File: src/kabf_pkg.sv
// Package for the angle/bias Kalman filter: formats, widths, reset values and saturation helpers.
`timescale 1ns / 1ps
package kabf_pkg;

    localparam int ANGLE_FRAC_BITS = 16;
    localparam int COV_FRAC_BITS   = 28;
    localparam int TIME_FRAC_BITS  = 16;

    localparam int ANGLE_W = 32;
    localparam int TIME_W  = 17;
    localparam int COV_W   = 40;
    localparam int NOISE_W = 32;
    localparam int WIDE_W  = 64;
    localparam int INNER_W = 44;
    localparam int INNOV_W = ANGLE_W + 1;

    localparam int CFG_IDX_W = 2;
    localparam int IN_DATA_W  = 88;
    localparam int OUT_DATA_W = 96;

    // multiplier: magnitude of A times magnitude of B, B taken in 16-bit digits
    localparam int MUL_A_W    = 41;
    localparam int MUL_B_W    = INNER_W;
    localparam int MUL_DIG_W  = 16;
    localparam int MUL_DIGITS = 3;
    localparam int MUL_BM_W   = MUL_DIG_W * MUL_DIGITS;
    localparam int MUL_P_W    = MUL_A_W + MUL_BM_W;
    localparam int MUL_CNT_W  = 2;
    localparam int MAG_W      = 63;
    localparam logic [MAG_W-1:0] MAG_LIMIT = MAG_W'(64'h4000_0000_0000_0000);

    // gain divider: quotient held below 2^GAIN_BITS
    localparam int GAIN_BITS  = COV_W - 1;
    localparam int DIV_PRE    = GAIN_BITS - COV_FRAC_BITS;
    localparam int DIV_CNT_W  = 6;

    localparam logic [1:0] REG_ANGLE_NOISE = 2'd0;
    localparam logic [1:0] REG_BIAS_NOISE  = 2'd1;
    localparam logic [1:0] REG_MEAS_NOISE  = 2'd2;

    localparam logic [NOISE_W-1:0] QA_RESET = 32'd8053064;
    localparam logic [NOISE_W-1:0] QB_RESET = 32'd268435;
    localparam logic [NOISE_W-1:0] R_RESET  = 32'd536871;

    function automatic logic signed [ANGLE_W-1:0] sat32(input logic signed [WIDE_W-1:0] v);
        logic ok;
        ok = (v[WIDE_W-1:ANGLE_W-1] == '0) || (v[WIDE_W-1:ANGLE_W-1] == '1);
        if (ok)
            sat32 = v[ANGLE_W-1:0];
        else
            sat32 = v[WIDE_W-1] ? {1'b1, {(ANGLE_W-1){1'b0}}} : {1'b0, {(ANGLE_W-1){1'b1}}};
    endfunction

    function automatic logic signed [COV_W-1:0] sat40(input logic signed [WIDE_W-1:0] v);
        logic ok;
        ok = (v[WIDE_W-1:COV_W-1] == '0) || (v[WIDE_W-1:COV_W-1] == '1);
        if (ok)
            sat40 = v[COV_W-1:0];
        else
            sat40 = v[WIDE_W-1] ? {1'b1, {(COV_W-1){1'b0}}} : {1'b0, {(COV_W-1){1'b1}}};
    endfunction

endpackage

File: src/kabf_mul.sv
// Multi-cycle signed fractional multiplier with round-to-nearest and magnitude limit.
`timescale 1ns / 1ps
module kabf_mul (
    input  logic                                    i_clk,
    input  logic                                    i_rst_n,
    input  logic                                    i_start,
    input  logic signed [kabf_pkg::MUL_A_W-1:0]     i_a,
    input  logic signed [kabf_pkg::MUL_B_W-1:0]     i_b,
    input  logic                                    i_cov,
    output logic                                    o_done,
    output logic signed [kabf_pkg::WIDE_W-1:0]      o_res
);
    localparam int RND_W = kabf_pkg::MUL_P_W + 1;

    logic                                   r_busy;
    logic                                   r_fin;
    logic                                   r_done;
    logic [kabf_pkg::MUL_CNT_W-1:0]         r_cnt;
    logic [kabf_pkg::MUL_A_W-1:0]           r_ma;
    logic [kabf_pkg::MUL_BM_W-1:0]          r_mb;
    logic                                   r_neg;
    logic                                   r_cov;
    logic [kabf_pkg::MUL_P_W-1:0]           r_acc;
    logic signed [kabf_pkg::WIDE_W-1:0]     r_res;

    logic [kabf_pkg::MUL_A_W-1:0]           w_ma;
    logic [kabf_pkg::MUL_B_W-1:0]           w_mb;
    logic [RND_W-1:0]                       w_half;
    logic [RND_W-1:0]                       w_rnd;
    logic [RND_W-1:0]                       w_q;
    logic [kabf_pkg::MAG_W-1:0]             w_qs;

    always_comb begin
        w_ma = i_a[kabf_pkg::MUL_A_W-1] ? kabf_pkg::MUL_A_W'(-i_a) : kabf_pkg::MUL_A_W'(i_a);
        w_mb = i_b[kabf_pkg::MUL_B_W-1] ? kabf_pkg::MUL_B_W'(-i_b) : kabf_pkg::MUL_B_W'(i_b);
        w_half = r_cov ? (RND_W'(1) << (kabf_pkg::COV_FRAC_BITS - 1))
                       : (RND_W'(1) << (kabf_pkg::TIME_FRAC_BITS - 1));
        w_rnd = RND_W'(r_acc) + w_half;
        w_q = r_cov ? (w_rnd >> kabf_pkg::COV_FRAC_BITS) : (w_rnd >> kabf_pkg::TIME_FRAC_BITS);
        w_qs = (w_q > RND_W'(kabf_pkg::MAG_LIMIT)) ? kabf_pkg::MAG_LIMIT
                                                   : w_q[kabf_pkg::MAG_W-1:0];
    end

    always_ff @(posedge i_clk) begin
        if (!i_rst_n) begin
            r_busy <= 1'b0;
            r_fin  <= 1'b0;
            r_done <= 1'b0;
        end else begin
            r_done <= r_fin && !i_start;
            if (i_start) begin
                r_busy <= 1'b1;
                r_fin  <= 1'b0;
                r_cnt  <= kabf_pkg::MUL_CNT_W'(kabf_pkg::MUL_DIGITS - 1);
                r_ma   <= w_ma;
                r_mb   <= kabf_pkg::MUL_BM_W'(w_mb);
                r_neg  <= i_a[kabf_pkg::MUL_A_W-1] ^ i_b[kabf_pkg::MUL_B_W-1];
                r_cov  <= i_cov;
                r_acc  <= '0;
            end else if (r_fin) begin
                r_fin  <= 1'b0;
                r_busy <= 1'b0;
                r_res  <= r_neg ? -kabf_pkg::WIDE_W'(w_qs) : kabf_pkg::WIDE_W'(w_qs);
            end else if (r_busy) begin
                // top digit first, accumulator shifts up one digit per step
                r_acc <= kabf_pkg::MUL_P_W'(r_acc << kabf_pkg::MUL_DIG_W)
                       + kabf_pkg::MUL_P_W'(r_ma
                         * r_mb[kabf_pkg::MUL_BM_W-1 -: kabf_pkg::MUL_DIG_W]);
                r_mb  <= r_mb << kabf_pkg::MUL_DIG_W;
                if (r_cnt == '0)
                    r_fin <= 1'b1;
                else
                    r_cnt <= r_cnt - 1'b1;
            end
        end
    end

    assign o_done = r_done;
    assign o_res  = r_res;

endmodule

File: config.mk
export PLATFORM = sky130hd
export DESIGN_NAME = kabf_mul
export DESIGN_NICKNAME = d
export VERILOG_FILES = /design/src/kabf_pkg.sv /design/src/kabf_mul.sv
export SDC_FILE = /design/constraint.sdc
export NUM_CORES = 2
export LEC_CHECK = 0
export BUFFER_PORTS_ARGS = -buffer_cell sky130_fd_sc_hd__clkbuf_2
export CORE_MARGIN = 3
export CORE_UTILIZATION = 35
export DETAILED_ROUTE_END_ITERATION = 12
export SLEW_MARGIN = 25
export SYNTH_ARGS = -nofsm -noshare
export SYNTH_HDL_FRONTEND = slang
export SYNTH_SLANG_ARGS = --single-unit
File: constraint.sdc
create_clock -name i_clk -period 8.8 [get_ports i_clk]
set_clock_uncertainty 0.1 [all_clocks]
set_input_delay 0 -clock i_clk [delete_from_list [all_inputs] [get_ports i_clk]]
set_output_delay 0 -clock i_clk [all_outputs]
set_load 0.02 [all_outputs]
==> metrics.md <==
| Metric | Value |
|---|---|
| Status | `completed` |
| Grt met1 use | `28.60%` |
| Core outline area | `107500 µm²` |
| Final WL | `118400 µm` |
| Initial Utilization | `35.39%` |
| Yosys warning count | `0` |
| DR pass1 iterations | `5` |
| Worst Hold Class | `input port to flop` |
| Combinational family with the most area after synthesis | `adder cells` |
| Placer Congestion | `0.9207` |
| Initial antenna violation count | `2` |
| Synthesized area per cell | `8.945 µm²` |
| Post-detail-place hpwl | `93780 µm` |
| Most common library cell in the layout ignoring fill and taps | `inv_1` |
| Met2 Usage GRT | `34.60%` |
| FILL cells | `10800` |
| # clock sinks | `249` |
| H-tree Lvls | `2` |
| Setup_tns | `0 ps` |
| Worst-path clk slew | `60 ps` |
| Critical path required time | `9020 ps` |
| Post-synth ARST share | `0%` |
| Xor/xnor share of the synthesized area | `4.903%` |
| Slew headroom | `31.80%` |
| Hold Vio Cnt, Final | `0` |
| Total gr overflow | `0` |
| Final Cycle Share | `96.65%` |
| Post-synth cell types | `100` |
| Layout Nets | `5283` |
| Grt peak-use layer | `met2` |
| Cell area after synthesis | `38050 µm²` |
| Clock Latency Late Sink | `600 ps` |
| Syn Nets | `5079` |
| Wire per inst | `20.12 µm` |
| Area grow syn2layout | `13.10%` |
| Root buf cell | `clkbuf_16` |
| Post-synth EDFFs | `246` |
| Compound-cell area share of the yosys netlist | `8.822%` |
| Vias in the first global route | `31820` |
| DRC Markers | `0` |
| Least-Margin Pin Slew | `1023 ps` |
| RSZ-0062 raised after global routing | `false` |
| Die width | `335.7 µm` |
| Crit path capture type | `flop` |
| Global-route wire length before repair | `185200 µm` |
| Chip Height | `335.7 µm` |
| GRT Total Usage | `21.08%` |
| Top Ports | `154` |
| Die area | `112700 µm²` |
| Final setup vio count | `0` |
| Tmin final | `8505 ps` |
| Final Slew Violations | `0` |
| Routed vias | `30940` |
| Critical path startpoint category | `flop` |
| Vias/cell | `5.257` |
| Flops & latches, synth | `249` |
| M3 GR Usage | `3.440%` |
| Max FO, Critical Path | `12` |
| Post-synthesis simple-gate area fraction | `19.82%` |
| CTS Buffer Depth | `3` |
| Fraction of the mapped netlist area in adder cells | `35.74%` |
| I/O Buffers | `153` |
| Ys flop type | `edfxtp_1` |
| CTS Buf Count | `36` |
| Fmax | `0.1176 GHz` |
| Max Cap Violations | `0` |
| Post-DRT Antenna Nets | `0` |
| Most frequent cells in the layout | `inv_1 (785), nand2_1 (596), fa_1 (585)` |
| Instance count of the mapped netlist | `4254` |
| Ratio of cells with drive above 1 in the final layout | `8.501%` |
| CTS tree | `yes` |
| Setup CP Type | `flop to flop` |
| # rows | `120` |
| WP data arrival | `8720 ps` |
| Register area share after synthesis | `19.57%` |
| Largest net degree at the start of global routing | `89` |
| Multiplexer share of the synthesized area | `1.010%` |
| Initial DRC Count | `2660` |
## cells by family (layout without fill, tap and decap cells)
group,Yosys count,count (layout)
adder cells (fa/ha/maj),736,736
AO/OA/AOI/OAI,504,504
AND/OR/NAND/NOR,1510,1510
multiplexers,36,36
XOR/XNOR,213,213
other,0,1
buffers and inverters,1006,1234
flip-flops,249,249
## timing repair
action	CTS	global route
hold buffers	134	0
gates resized for setup	1	0
setup buffers	0	16
setup endpoints to repair	3	27
endpoints found under the hold margin	118	0
## worst paths after layout
path	from	endpoint	slack [ps]	depth (start not counted)
worst max-delay path	r_mb[38]	r_acc[73]	290	25
worst min-delay path	i_cov	r_cov	60	2
worst max register to register	r_mb[38]	r_acc[73]	290	25
worst min register to register	r_mb[31]	r_mb[47]	440	1
## critical path, stage by stage, from the launching register on
cell,delay (ps)
edfxtp_1,730
buf_4,280
nand2_1,90
fa_1,570
inv_1,60
fa_1,540
inv_1,50
fa_1,510
inv_1,50
fa_1,460
fa_1,540
inv_1,60
fa_1,580
inv_1,60
ha_1,360
nand2_1,170
nor2_1,250
nand3_1,100
and3_1,210
and2_1,150
a211oi_1,740
o211ai_1,300
a41o_1,330
o31a_1,270
nor4_1,280
mux2_2,370
## final cells by class
type                            instances  area [µm²]  share of cell area, %
Multi-Input combinational cell       2999       26760                  62.19
Antenna cell                            1       2.502               0.005815
Timing Repair Buffer                  385        2972                  6.905
Clock inverter                         20       186.4                 0.4332
Clock buffer                           42       954.7                  2.218
Tap cell                             1403        1755                  4.079
Inverter                              787        2954                  6.865
Sequential cell                       249        7447                  17.31
## synth_stat cells (33+ instances only)
cell type | instances | area share, %
inv_1 | 785 | 7.7
clkbuf_1 | 172 | 1.7
and2_1 | 227 | 3.7
nor2_1 | 239 | 2.4
fa_1 | 585 | 31
xnor2_1 | 120 | 2.8
a21oi_1 | 140 | 1.8
a21o_1 | 33 | 0.65
nand3_1 | 57 | 0.75
nor3_1 | 76 | 1.0
xor2_1 | 93 | 2.1
or3_1 | 38 | 0.62
o21ai_0 | 105 | 1.4
ha_1 | 151 | 5.0
edfxtp_1 | 246 | 19
o31ai_1 | 40 | 0.79
or4_1 | 42 | 0.83
nand2_1 | 596 | 5.9
nor4_1 | 47 | 0.77
nand4_1 | 39 | 0.64
## stage by stage
stage	hold WS, ps	cell area, µm²	util [%]	setup slack [ps]	cells
floorplan	-1.131	38050	-	1394	4254
global placement	80.95	40360	37.54	40.41	5672
detailed placement	88.34	40360	37.54	33.57	5672
CTS	24.07	42840	39.85	122.4	5868
global route	63.95	43030	40.03	2.792	5885
finish	60.99	43030	40.03	294.9	5886
## flip-flops by register name, indices dropped and copies added (netlist names)
register and cells:
r_acc 89, r_fin 1, o_done 1, r_busy 1
r_cnt 2, r_ma 41, o_res 64, r_cov 1
r_neg 1, r_mb 48
## per-layer routing
layer	up-vias	wire, µm
met5	-	13
met1	15430	50890
li1	14050	-
met2	1264	54720
met3	198	9223
met4	2	3589
Power is not shown: default switching activity piles up to over one toggle a cycle in this logic, so the estimate is an artifact.
