--- src/kabf_pkg.sv ---
// Package for the angle/bias Kalman filter: formats, widths, reset values and saturation helpers.
`timescale 1ns / 1ps
package kabf_pkg;

    localparam int ANGLE_FRAC_BITS = 16;
    localparam int COV_FRAC_BITS   = 28;
    localparam int TIME_FRAC_BITS  = 16;

    localparam int ANGLE_W = 32;
    localparam int TIME_W  = 17;
    localparam int COV_W   = 40;
    localparam int NOISE_W = 32;
    localparam int WIDE_W  = 64;
    localparam int INNER_W = 44;
    localparam int INNOV_W = ANGLE_W + 1;

    localparam int CFG_IDX_W = 2;
    localparam int IN_DATA_W  = 88;
    localparam int OUT_DATA_W = 96;

    // multiplier: magnitude of A times magnitude of B, B taken in 16-bit digits
    localparam int MUL_A_W    = 41;
    localparam int MUL_B_W    = INNER_W;
    localparam int MUL_DIG_W  = 16;
    localparam int MUL_DIGITS = 3;
    localparam int MUL_BM_W   = MUL_DIG_W * MUL_DIGITS;
    localparam int MUL_P_W    = MUL_A_W + MUL_BM_W;
    localparam int MUL_CNT_W  = 2;
    localparam int MAG_W      = 63;
    localparam logic [MAG_W-1:0] MAG_LIMIT = MAG_W'(64'h4000_0000_0000_0000);

    // gain divider: quotient held below 2^GAIN_BITS
    localparam int GAIN_BITS  = COV_W - 1;
    localparam int DIV_PRE    = GAIN_BITS - COV_FRAC_BITS;
    localparam int DIV_CNT_W  = 6;

    localparam logic [1:0] REG_ANGLE_NOISE = 2'd0;
    localparam logic [1:0] REG_BIAS_NOISE  = 2'd1;
    localparam logic [1:0] REG_MEAS_NOISE  = 2'd2;

    localparam logic [NOISE_W-1:0] QA_RESET = 32'd8053064;
    localparam logic [NOISE_W-1:0] QB_RESET = 32'd268435;
    localparam logic [NOISE_W-1:0] R_RESET  = 32'd536871;

    function automatic logic signed [ANGLE_W-1:0] sat32(input logic signed [WIDE_W-1:0] v);
        logic ok;
        ok = (v[WIDE_W-1:ANGLE_W-1] == '0) || (v[WIDE_W-1:ANGLE_W-1] == '1);
        if (ok)
            sat32 = v[ANGLE_W-1:0];
        else
            sat32 = v[WIDE_W-1] ? {1'b1, {(ANGLE_W-1){1'b0}}} : {1'b0, {(ANGLE_W-1){1'b1}}};
    endfunction

    function automatic logic signed [COV_W-1:0] sat40(input logic signed [WIDE_W-1:0] v);
        logic ok;
        ok = (v[WIDE_W-1:COV_W-1] == '0) || (v[WIDE_W-1:COV_W-1] == '1);
        if (ok)
            sat40 = v[COV_W-1:0];
        else
            sat40 = v[WIDE_W-1] ? {1'b1, {(COV_W-1){1'b0}}} : {1'b0, {(COV_W-1){1'b1}}};
    endfunction

endpackage

--- src/kabf_div.sv ---
// Restoring divider for the Kalman gain: (|p| << frac) / d, truncated and limited.
`timescale 1ns / 1ps
module kabf_div (
    input  logic                                i_clk,
    input  logic                                i_rst_n,
    input  logic                                i_start,
    input  logic signed [kabf_pkg::COV_W-1:0]   i_p,
    input  logic [kabf_pkg::COV_W-1:0]          i_d,
    output logic                                o_done,
    output logic signed [kabf_pkg::COV_W-1:0]   o_q
);
    localparam int GB    = kabf_pkg::GAIN_BITS;
    localparam int REM_W = kabf_pkg::COV_W + 1;
    localparam int BIG_W = kabf_pkg::COV_W + kabf_pkg::DIV_PRE;

    logic                               r_busy;
    logic                               r_fin;
    logic                               r_done;
    logic [kabf_pkg::DIV_CNT_W-1:0]     r_cnt;
    logic [REM_W-1:0]                   r_rem;
    logic [GB-1:0]                      r_low;
    logic [GB-1:0]                      r_q;
    logic [kabf_pkg::COV_W-1:0]         r_d;
    logic                               r_neg;
    logic signed [kabf_pkg::COV_W-1:0]  r_res;

    logic [kabf_pkg::COV_W-1:0]         w_n;
    logic                               w_over;
    logic [REM_W-1:0]                   w_tr;
    logic                               w_ge;

    always_comb begin
        w_n = i_p[kabf_pkg::COV_W-1] ? kabf_pkg::COV_W'(-i_p) : kabf_pkg::COV_W'(i_p);
        w_over = BIG_W'(w_n) >= (BIG_W'(i_d) << kabf_pkg::DIV_PRE);
        w_tr = {r_rem[REM_W-2:0], r_low[GB-1]};
        w_ge = w_tr >= REM_W'(r_d);
    end

    always_ff @(posedge i_clk) begin
        if (!i_rst_n) begin
            r_busy <= 1'b0;
            r_fin  <= 1'b0;
            r_done <= 1'b0;
        end else begin
            r_done <= r_fin && !i_start;
            if (i_start) begin
                r_neg <= i_p[kabf_pkg::COV_W-1];
                r_d   <= i_d;
                r_rem <= REM_W'(w_n >> kabf_pkg::DIV_PRE);
                r_low <= GB'(w_n) << kabf_pkg::COV_FRAC_BITS;
                r_cnt <= kabf_pkg::DIV_CNT_W'(GB - 1);
                if (w_over) begin
                    r_q    <= '1;
                    r_fin  <= 1'b1;
                    r_busy <= 1'b0;
                end else begin
                    r_q    <= '0;
                    r_fin  <= 1'b0;
                    r_busy <= 1'b1;
                end
            end else if (r_fin) begin
                r_fin  <= 1'b0;
                r_res  <= r_neg ? -kabf_pkg::COV_W'(r_q) : kabf_pkg::COV_W'(r_q);
            end else if (r_busy) begin
                r_rem <= w_ge ? (w_tr - REM_W'(r_d)) : w_tr;
                r_q   <= {r_q[GB-2:0], w_ge};
                r_low <= r_low << 1;
                if (r_cnt == '0) begin
                    r_busy <= 1'b0;
                    r_fin  <= 1'b1;
                end else begin
                    r_cnt <= r_cnt - 1'b1;
                end
            end
        end
    end

    assign o_done = r_done;
    assign o_q    = r_res;

endmodule

--- config.mk ---
export PLATFORM = sky130hd
export DESIGN_NAME = kabf_div
export DESIGN_NICKNAME = d
export VERILOG_FILES = /design/src/kabf_pkg.sv /design/src/kabf_div.sv
export SDC_FILE = /design/constraint.sdc
export NUM_CORES = 1
export LEC_CHECK = 0
export ABC_AREA = 0
export BUFFER_PORTS_ARGS = -buffer_cell sky130_fd_sc_hd__buf_2
export CORE_MARGIN = 3
export CORE_UTILIZATION = 54
export DETAILED_ROUTE_END_ITERATION = 12
export PLACE_DENSITY = 0.78
export REMOVE_ABC_BUFFERS = 1
export SLEW_MARGIN = 0
export SYNTH_ARGS = -nofsm -noshare
export SYNTH_HDL_FRONTEND = slang
export SYNTH_SLANG_ARGS = --single-unit
--- constraint.sdc ---
create_clock -name i_clk -period 4.8 [get_ports i_clk]
set_input_delay 0.48 -clock i_clk [delete_from_list [all_inputs] [get_ports i_clk]]
set_output_delay 0.48 -clock i_clk [all_outputs]
set_load 0.005 [all_outputs]
==> metrics.md, run 1 <==
| Metric | Value |
|---|---|
| Clk sink count | `180` |
| Vias per Instance | `6.01` |
| Crit-path most repeated cell | `a21o_1` |
| Synth Warn # | `0` |
| Syn-to-layout area delta | `17.9%` |
| Core ar. | `about 21000 µm²` |
| Drt initial violations | `937` |
| Starting Density | `55.6%` |
| Die Y-Extent | `154 µm` |
| Vias in the first global route | `approximately 9400` |
| Crit-path cells | `buf_2 > or4_4 > or3_4 > or3_4 > nand3b_1 > o21ai_2 > xnor2_2 > ha_1 > a21o_1 > a21o_1 > a21o_1 > a2111oi_4 > buf_4 > o221ai_2 > o31ai_4 > nand3_4 > clkbuf_16 > o21a_1` |
| Status | `finished, final reports clean` |
| Number of synthesized register bits | `180` |
| Root Buffer | `clkbuf_16` |
| Post-layout minimum cycle time | `between 4000 and 5000 ps` |
| Fin crit share | `98.9%` |
| Routed WL per cell | `~18 µm` |
| Crit path buffers/inverters | `3` |
| Largest net degree at the start of global routing | `61` |
| Final Util | `65.6%` |
| Synth async-reset ratio | `0%` |
| Post-Synthesis Cell Area | `11800 µm²` |
| Antenna Nets Post-Route | `0` |
| DP Wirelength | `around 21000 µm` |
| CP max stage cell | `or4_4` |
| H-tree Lvls | `4` |
| Hold_buf cts | `0` |
| FILL cells | `1676` |
| Area leader, netlist | `edfxtp_1` |
| Crit start category | `input port` |
| Total GRT Usage | `between 20 and 25%` |
| Reg2Reg Launch Point | `r_rem[10]$_DFFE_PP_` |
| CP arrival | `between 4000 and 5000 ps` |
| Finish-stage setup viols | `0` |
| Leak pwr | `5.64 nW` |
| Fin cells | `~1600` |
| Worst-Skew Late Latency | `450 ps` |
| Layout cells sized above 1 | `19.8%` |
| Critical path peak fanout | `19` |
| Critical path class | `input port to register` |
| Setup TNS Final | `0 ps` |
| Post-synth top flop | `edfxtp_1` |
| Slew margin rel. | `17.5%` |
| Die area | `23700 µm²` |
| Rows | `53` |
| Slew at the pin with the worst max-slew slack | `1240 ps` |
| Chip Width | `154 µm` |
| Most frequent cells in the layout | `177 x edfxtp_1, 123 x buf_2, 116 x nand2_1` |
| Global route overflow | `0` |
| Fmax | `211 MHz` |
| EDFF count, synth | `177` |
| Final Slew Violations | `0` |
| Yosys cell types | `65` |
| Seq/Total Area, Yosys | `45.4%` |
| Worst Reg-to-Reg Cells | `10` |
| Clock Tree Buf Depth | `2` |
| Yosys top cell area share | `44.9%` |
| Commonest non-fill, non-tap cell in the layout | `edfxtp_1` |
| Synthesized instance count | `around 1200` |
| Residual DRC count | `0` |
| CP max stage delay | `around 540 ps` |
| Cell Pwr Density | `332 nW/µm²` |
| TritonCTS Buffers | `17` |
| Family with the most delay on the worst path | `simple AND/OR/NAND/NOR gates` |
| R2R Setup Slk | `1050 ps` |
| Global-route wire length before repair | `46500 µm` |
| VDD IR max | `approximately 0.25 mV` |
| Reg-to-Reg End | `r_rem[32]$_SDFFCE_PP0P_` |
| Critical Path Start | `i_p[14]` |
| DP Cell Count | `roughly 1600` |
| Crit path depth | `18` |
| Final Wtd Congestion | `0.896` |
| Clock Skews | `around 12 ps` |
| Initial antenna violation count | `0` |
| CP Capture Point | `r_q[32]$_DFFE_PP_` |
| Vias | `just under 10000` |
| IO Count | `124` |
| Synth area leaders | `edfxtp_1 45%, ha_1 7.8%, xnor2_1 6.3%` |
| CP required | `approximately 5000 ps` |
| Syn avg cell area | `9.91 µm²` |
| Final Hold Vio Count | `0` |
| Antenna diode count | `0` |
| First-pass iteration count of the detailed router | `5` |
| IO buf count | `around 120` |
| Max-cap violations | `0` |
| Number of nets in the layout | `1515` |
| CP endpoint kind | `register` |
| CTS tree | `yes` |
| Detailed Route WL | `29600 µm` |
| Clock-pin slew on the worst setup and hold paths | `70 ps` |
| Hold/Removal Path Class | `input port to register` |
==> Yosys cell counts (6+ instances only) <==
library cell	n
a211oi_1	6
a21o_1	32
a21oi_1	65
a31oi_1	21
and2_1	7
and3_1	10
clkbuf_1	50
edfxtp_1	177
ha_1	74
inv_1	83
nand2_1	116
nand2b_1	13
nand3_1	23
nand4_1	22
nor2_1	83
nor2b_1	10
nor3_1	22
nor4_1	10
o211ai_1	12
o21a_1	46
o21ai_0	54
o21bai_1	6
o31ai_1	25
o41ai_1	9
or2_2	6
or3_1	12
or4_1	8
xnor2_1	85
xor2_1	23
==> layout make-up <==
class                           instances  area, µm²  share of cell area (%)
Sequential cell                       180       5380                    38.5
Timing Repair Buffer                  200       1260                    9.01
Clock inverter                         15        208                    1.49
Clock buffer                           17        425                    3.05
Inverter                               83        313                    2.24
Tap cell                              275        344                    2.46
Multi-Input combinational cell        875       6040                    43.3
==> per-stage QoR <==
step | instance area, µm² | worst slack, ps | total power (W) | hold slack (ps)
final | 14000 | 54.9 | 0.00463 | 222
after global routing | 14000 | -88.1 | 0.00483 | 213
after CTS | 13800 | 26.9 | 0.00461 | 213
after detailed placement | 13100 | -608 | 0.00310 | 448
after global placement | 13100 | -490 | 0.00307 | 431
after floorplan | 11600 | -452 | 0.00274 | 417
==> cell families after synthesis <==
logic type	share of synthesized area, %
xor+xnor	7.99
compound gates	18.5
buf+inv	4.46
fa+ha+maj	7.99
mux	0.708
flops	45.4
simple gates	14.9
==> power breakdown <==
group / internal (W) / leakage, nW / switching, W
Sequential: 0.00186 / 1.69 / 0.0000692
Clock: 0.000804 / 0.300 / 0.000709
Combinational: 0.000495 / 3.65 / 0.000689
==> worst min-delay path by stage <==
| stage | startpoint | end | slack, ps | cells past startpoint |
|---|---|---|---|---|
| global route | i_d[2] | r_d[2]$_DFFE_PP_ | 210 | 1 |
| global placement | r_busy$_SDFFE_PN0N_ | r_busy$_SDFFE_PN0N_ | 430 | 2 |
| finish | i_d[14] | r_d[14]$_DFFE_PP_ | 220 | 1 |
| floorplan | r_busy$_SDFFE_PN0N_ | r_busy$_SDFFE_PN0N_ | 420 | 2 |
| detailed placement | r_busy$_SDFFE_PN0N_ | r_busy$_SDFFE_PN0N_ | 450 | 2 |
| CTS | i_d[38] | r_d[38]$_DFFE_PP_ | 210 | 1 |
==> sequential cells by signal (all words and copies together), names as in the netlist <==
register / count
o_done: 1
r_q: 39
r_cnt: 6
r_d: 40
r_fin: 1
r_low: 11
o_q: 40
r_busy: 1
r_rem: 40
r_neg: 1
==> repair_timing <==
action / CTS / global route
hold endpoints to repair: 0 / 0
buffers inserted: 0 / 3
gates resized for setup: 6 / 13
pin swaps: 0 / 10
endpoints found under the setup margin: 39 / 41
cloned: 0 / 3
==> metal layers <==
metal	vias to the layer above	global-route usage [%]	routed length [µm]
met4	0	7.44	845
met3	64	3.94	1570
li1	4735	-	-
met2	358	41.0	14600
met5	-	0	0
met1	4737	31.5	12500
Note: power is estimated with default switching activity, not from simulation.
==> run 2: changes to the inputs <==
--- a/config.mk
+++ b/config.mk
@@ -12,6 +12,7 @@
 export DETAILED_ROUTE_END_ITERATION = 12
 export PLACE_DENSITY = 0.78
 export REMOVE_ABC_BUFFERS = 1
+export SETUP_SLACK_MARGIN = 0.2
 export SLEW_MARGIN = 0
 export SYNTH_ARGS = -nofsm -noshare
 export SYNTH_HDL_FRONTEND = slang
==> metrics.md, run 2 (synthesis results as in run 1) <==
| Metric | Value |
|---|---|
| Die area | `between 20000 and 25000 µm²` |
| H-tree Lvls | `4` |
| Root Buffer | `clkbuf_16` |
| Final Wtd Congestion | `0.896` |
| Critical path class | `input port to register` |
| Initial antenna violation count | `0` |
| Hold Startpoint | `i_d[14]` |
| CP arrival | `about 4800 ps` |
| Antenna Nets Post-Route | `0` |
| CP required | `~5000 ps` |
| CP max stage delay | `530 ps` |
| Final Hold Vio Count | `0` |
| VDD IR max | `0.250 mV` |
| Largest net degree at the start of global routing | `61` |
| Vias per Instance | `~6.1` |
| Global-route wire length before repair | `48300 µm` |
| IO buf count | `123` |
| RSZ-0062 raised after global routing | `true` |
| Worst-Skew Late Latency | `450 ps` |
| Die Y-Extent | `154 µm` |
| Vias in the first global route | `just under 10000` |
| Final Slew Violations | `0` |
| Fin cells | `~1700` |
| Starting Density | `55.6%` |
| DR top layer | `met4` |
| Critical Path Start | `i_p[14]` |
| Max-cap violations | `0` |
| Met3 Routed Length | `1680 µm` |
| Crit start category | `input port` |
| Syn-to-layout area delta | `19.1%` |
| Commonest non-fill, non-tap cell in the layout | `edfxtp_1` |
| CP endpoint kind | `register` |
| CTS tree | `yes` |
| Clock-pin slew on the worst setup and hold paths | `70 ps` |
| Most frequent cells in the layout | `177 x edfxtp_1, 122 x buf_2, 116 x nand2_1` |
| Hold/Removal Path Class | `input port to register` |
| TritonCTS Buffers | `17` |
| Detailed Route WL | `30200 µm` |
| DP Wirelength | `21100 µm` |
| Chip Width | `around 150 µm` |
| Clk sink count | `180` |
| Antenna diode count | `0` |
| Hold_buf cts | `0` |
| Total GRT Usage | `24.9%` |
| First-pass iteration count of the detailed router | `5` |
| CP max stage cell | `or4_4` |
| Post-layout minimum cycle time | `4630 ps` |
| Critical path peak fanout | `5` |
| Final Util | `66.2%` |
| Cell Pwr Density | `330 nW/µm²` |
| Number of nets in the layout | `1521` |
| Rows | `53` |
| Global route overflow | `0` |
| Fin crit share | `96.5%` |
| Reg2Reg Launch Point | `r_rem[10]$_DFFE_PP_` |
| Core ar. | `roughly 21000 µm²` |
| Fmax | `216 MHz` |
| Crit-path most repeated cell | `a21o_1` |
| Leak pwr | `5.70 nW` |
| Finish-stage setup viols | `0` |
| Hold_ws | `221 ps` |
| Slew margin rel. | `16.8%` |
| Met2 wire len | `15000 µm` |
| DP Cell Count | `1607` |
| Status | `finished, final reports clean` |
| Clock Tree Buf Depth | `2` |
| Metal-1 WL | `12700 µm` |
| IO Count | `124` |
| Crit-path cells | `buf_6 > or4_4 > or3_4 > or3_4 > nand3b_1 > o21ai_2 > xnor2_2 > ha_1 > a21o_1 > a21o_1 > a21o_1 > a2111oi_4 > buf_4 > o221ai_4 > o31ai_4 > nand3_4 > buf_8 > clkbuf_16 > o21a_1` |
| Residual DRC count | `0` |
| Routed WL per cell | `18.3 µm` |
| Setup TNS Final | `0 ps` |
| Vias | `10021` |
| Drt initial violations | `972` |
| Slew at the pin with the worst max-slew slack | `1250 ps` |
| Layout cells sized above 1 | `a little over 20%` |
| Clock Skews | `13.9 ps` |
| Post-Layout Inst Area | `14100 µm²` |
| Post-DP Area | `about 13000 µm²` |
-- run 2: final timing paths --
| path | to | slack, ps | cells past startpoint |
|---|---|---|---|
| setup / recovery | r_q[13]$_DFFE_PP_ | 170 | 19 |
| hold / removal | r_d[14]$_DFFE_PP_ | 220 | 1 |
| setup reg to reg | r_rem[32]$_SDFFCE_PP0P_ | 980 | 10 |
| hold reg to reg | r_busy$_SDFFE_PN0N_ | 470 | 2 |
-- run 2: per-stage QoR --
step	power, W	setup WS [ps]
after floorplan	0.00274	-452
after global placement	0.00307	-490
after detailed placement	0.00310	-608
after CTS	0.00463	153
after global routing	0.00485	39.1
final	0.00466	170
-- run 2: final cells by class --
cell class,instances,area (µm²)
Fill cell,1648,7190
Clock inverter,15,208
Tap cell,275,344
Inverter,83,313
Multi-Input combinational cell,875,6070
Clock buffer,17,425
Timing Repair Buffer,206,1370
Sequential cell,180,5380
-- run 2: where the power goes --
group	switching, W	leakage (nW)	internal (W)	total, W
Combinational	0.000698	3.71	0.000505	0.00120
Clock	0.000713	0.300	0.000805	0.00152
Sequential	0.0000700	1.69	0.00186	0.00193
Total	0.00148	5.70	0.00317	0.00466
-- run 2: worst max-delay path, delay by kind of cell --
kind,cells,cell delay (ps)
compound gates,8,1520
xor+xnor,1,100
fa+ha+maj,1,320
buf+inv,4,630
simple gates,5,1780
-- run 2: routing by layer --
layer,GRT usage [%],vias up
li1,-,4753
met1,32.4,4792
met2,43.1,411
met3,3.74,65
met4,7.82,0
met5,0,-
-- run 2: what timing repair did --
action / in CTS / in global routing
gates resized for setup: 23 / 13
buffers inserted: 5 / 2
gates cloned: 4 / 1
endpoints found under the setup margin: 41 / 41
hold endpoints to repair: 0 / 0
pin swaps: 8 / 5
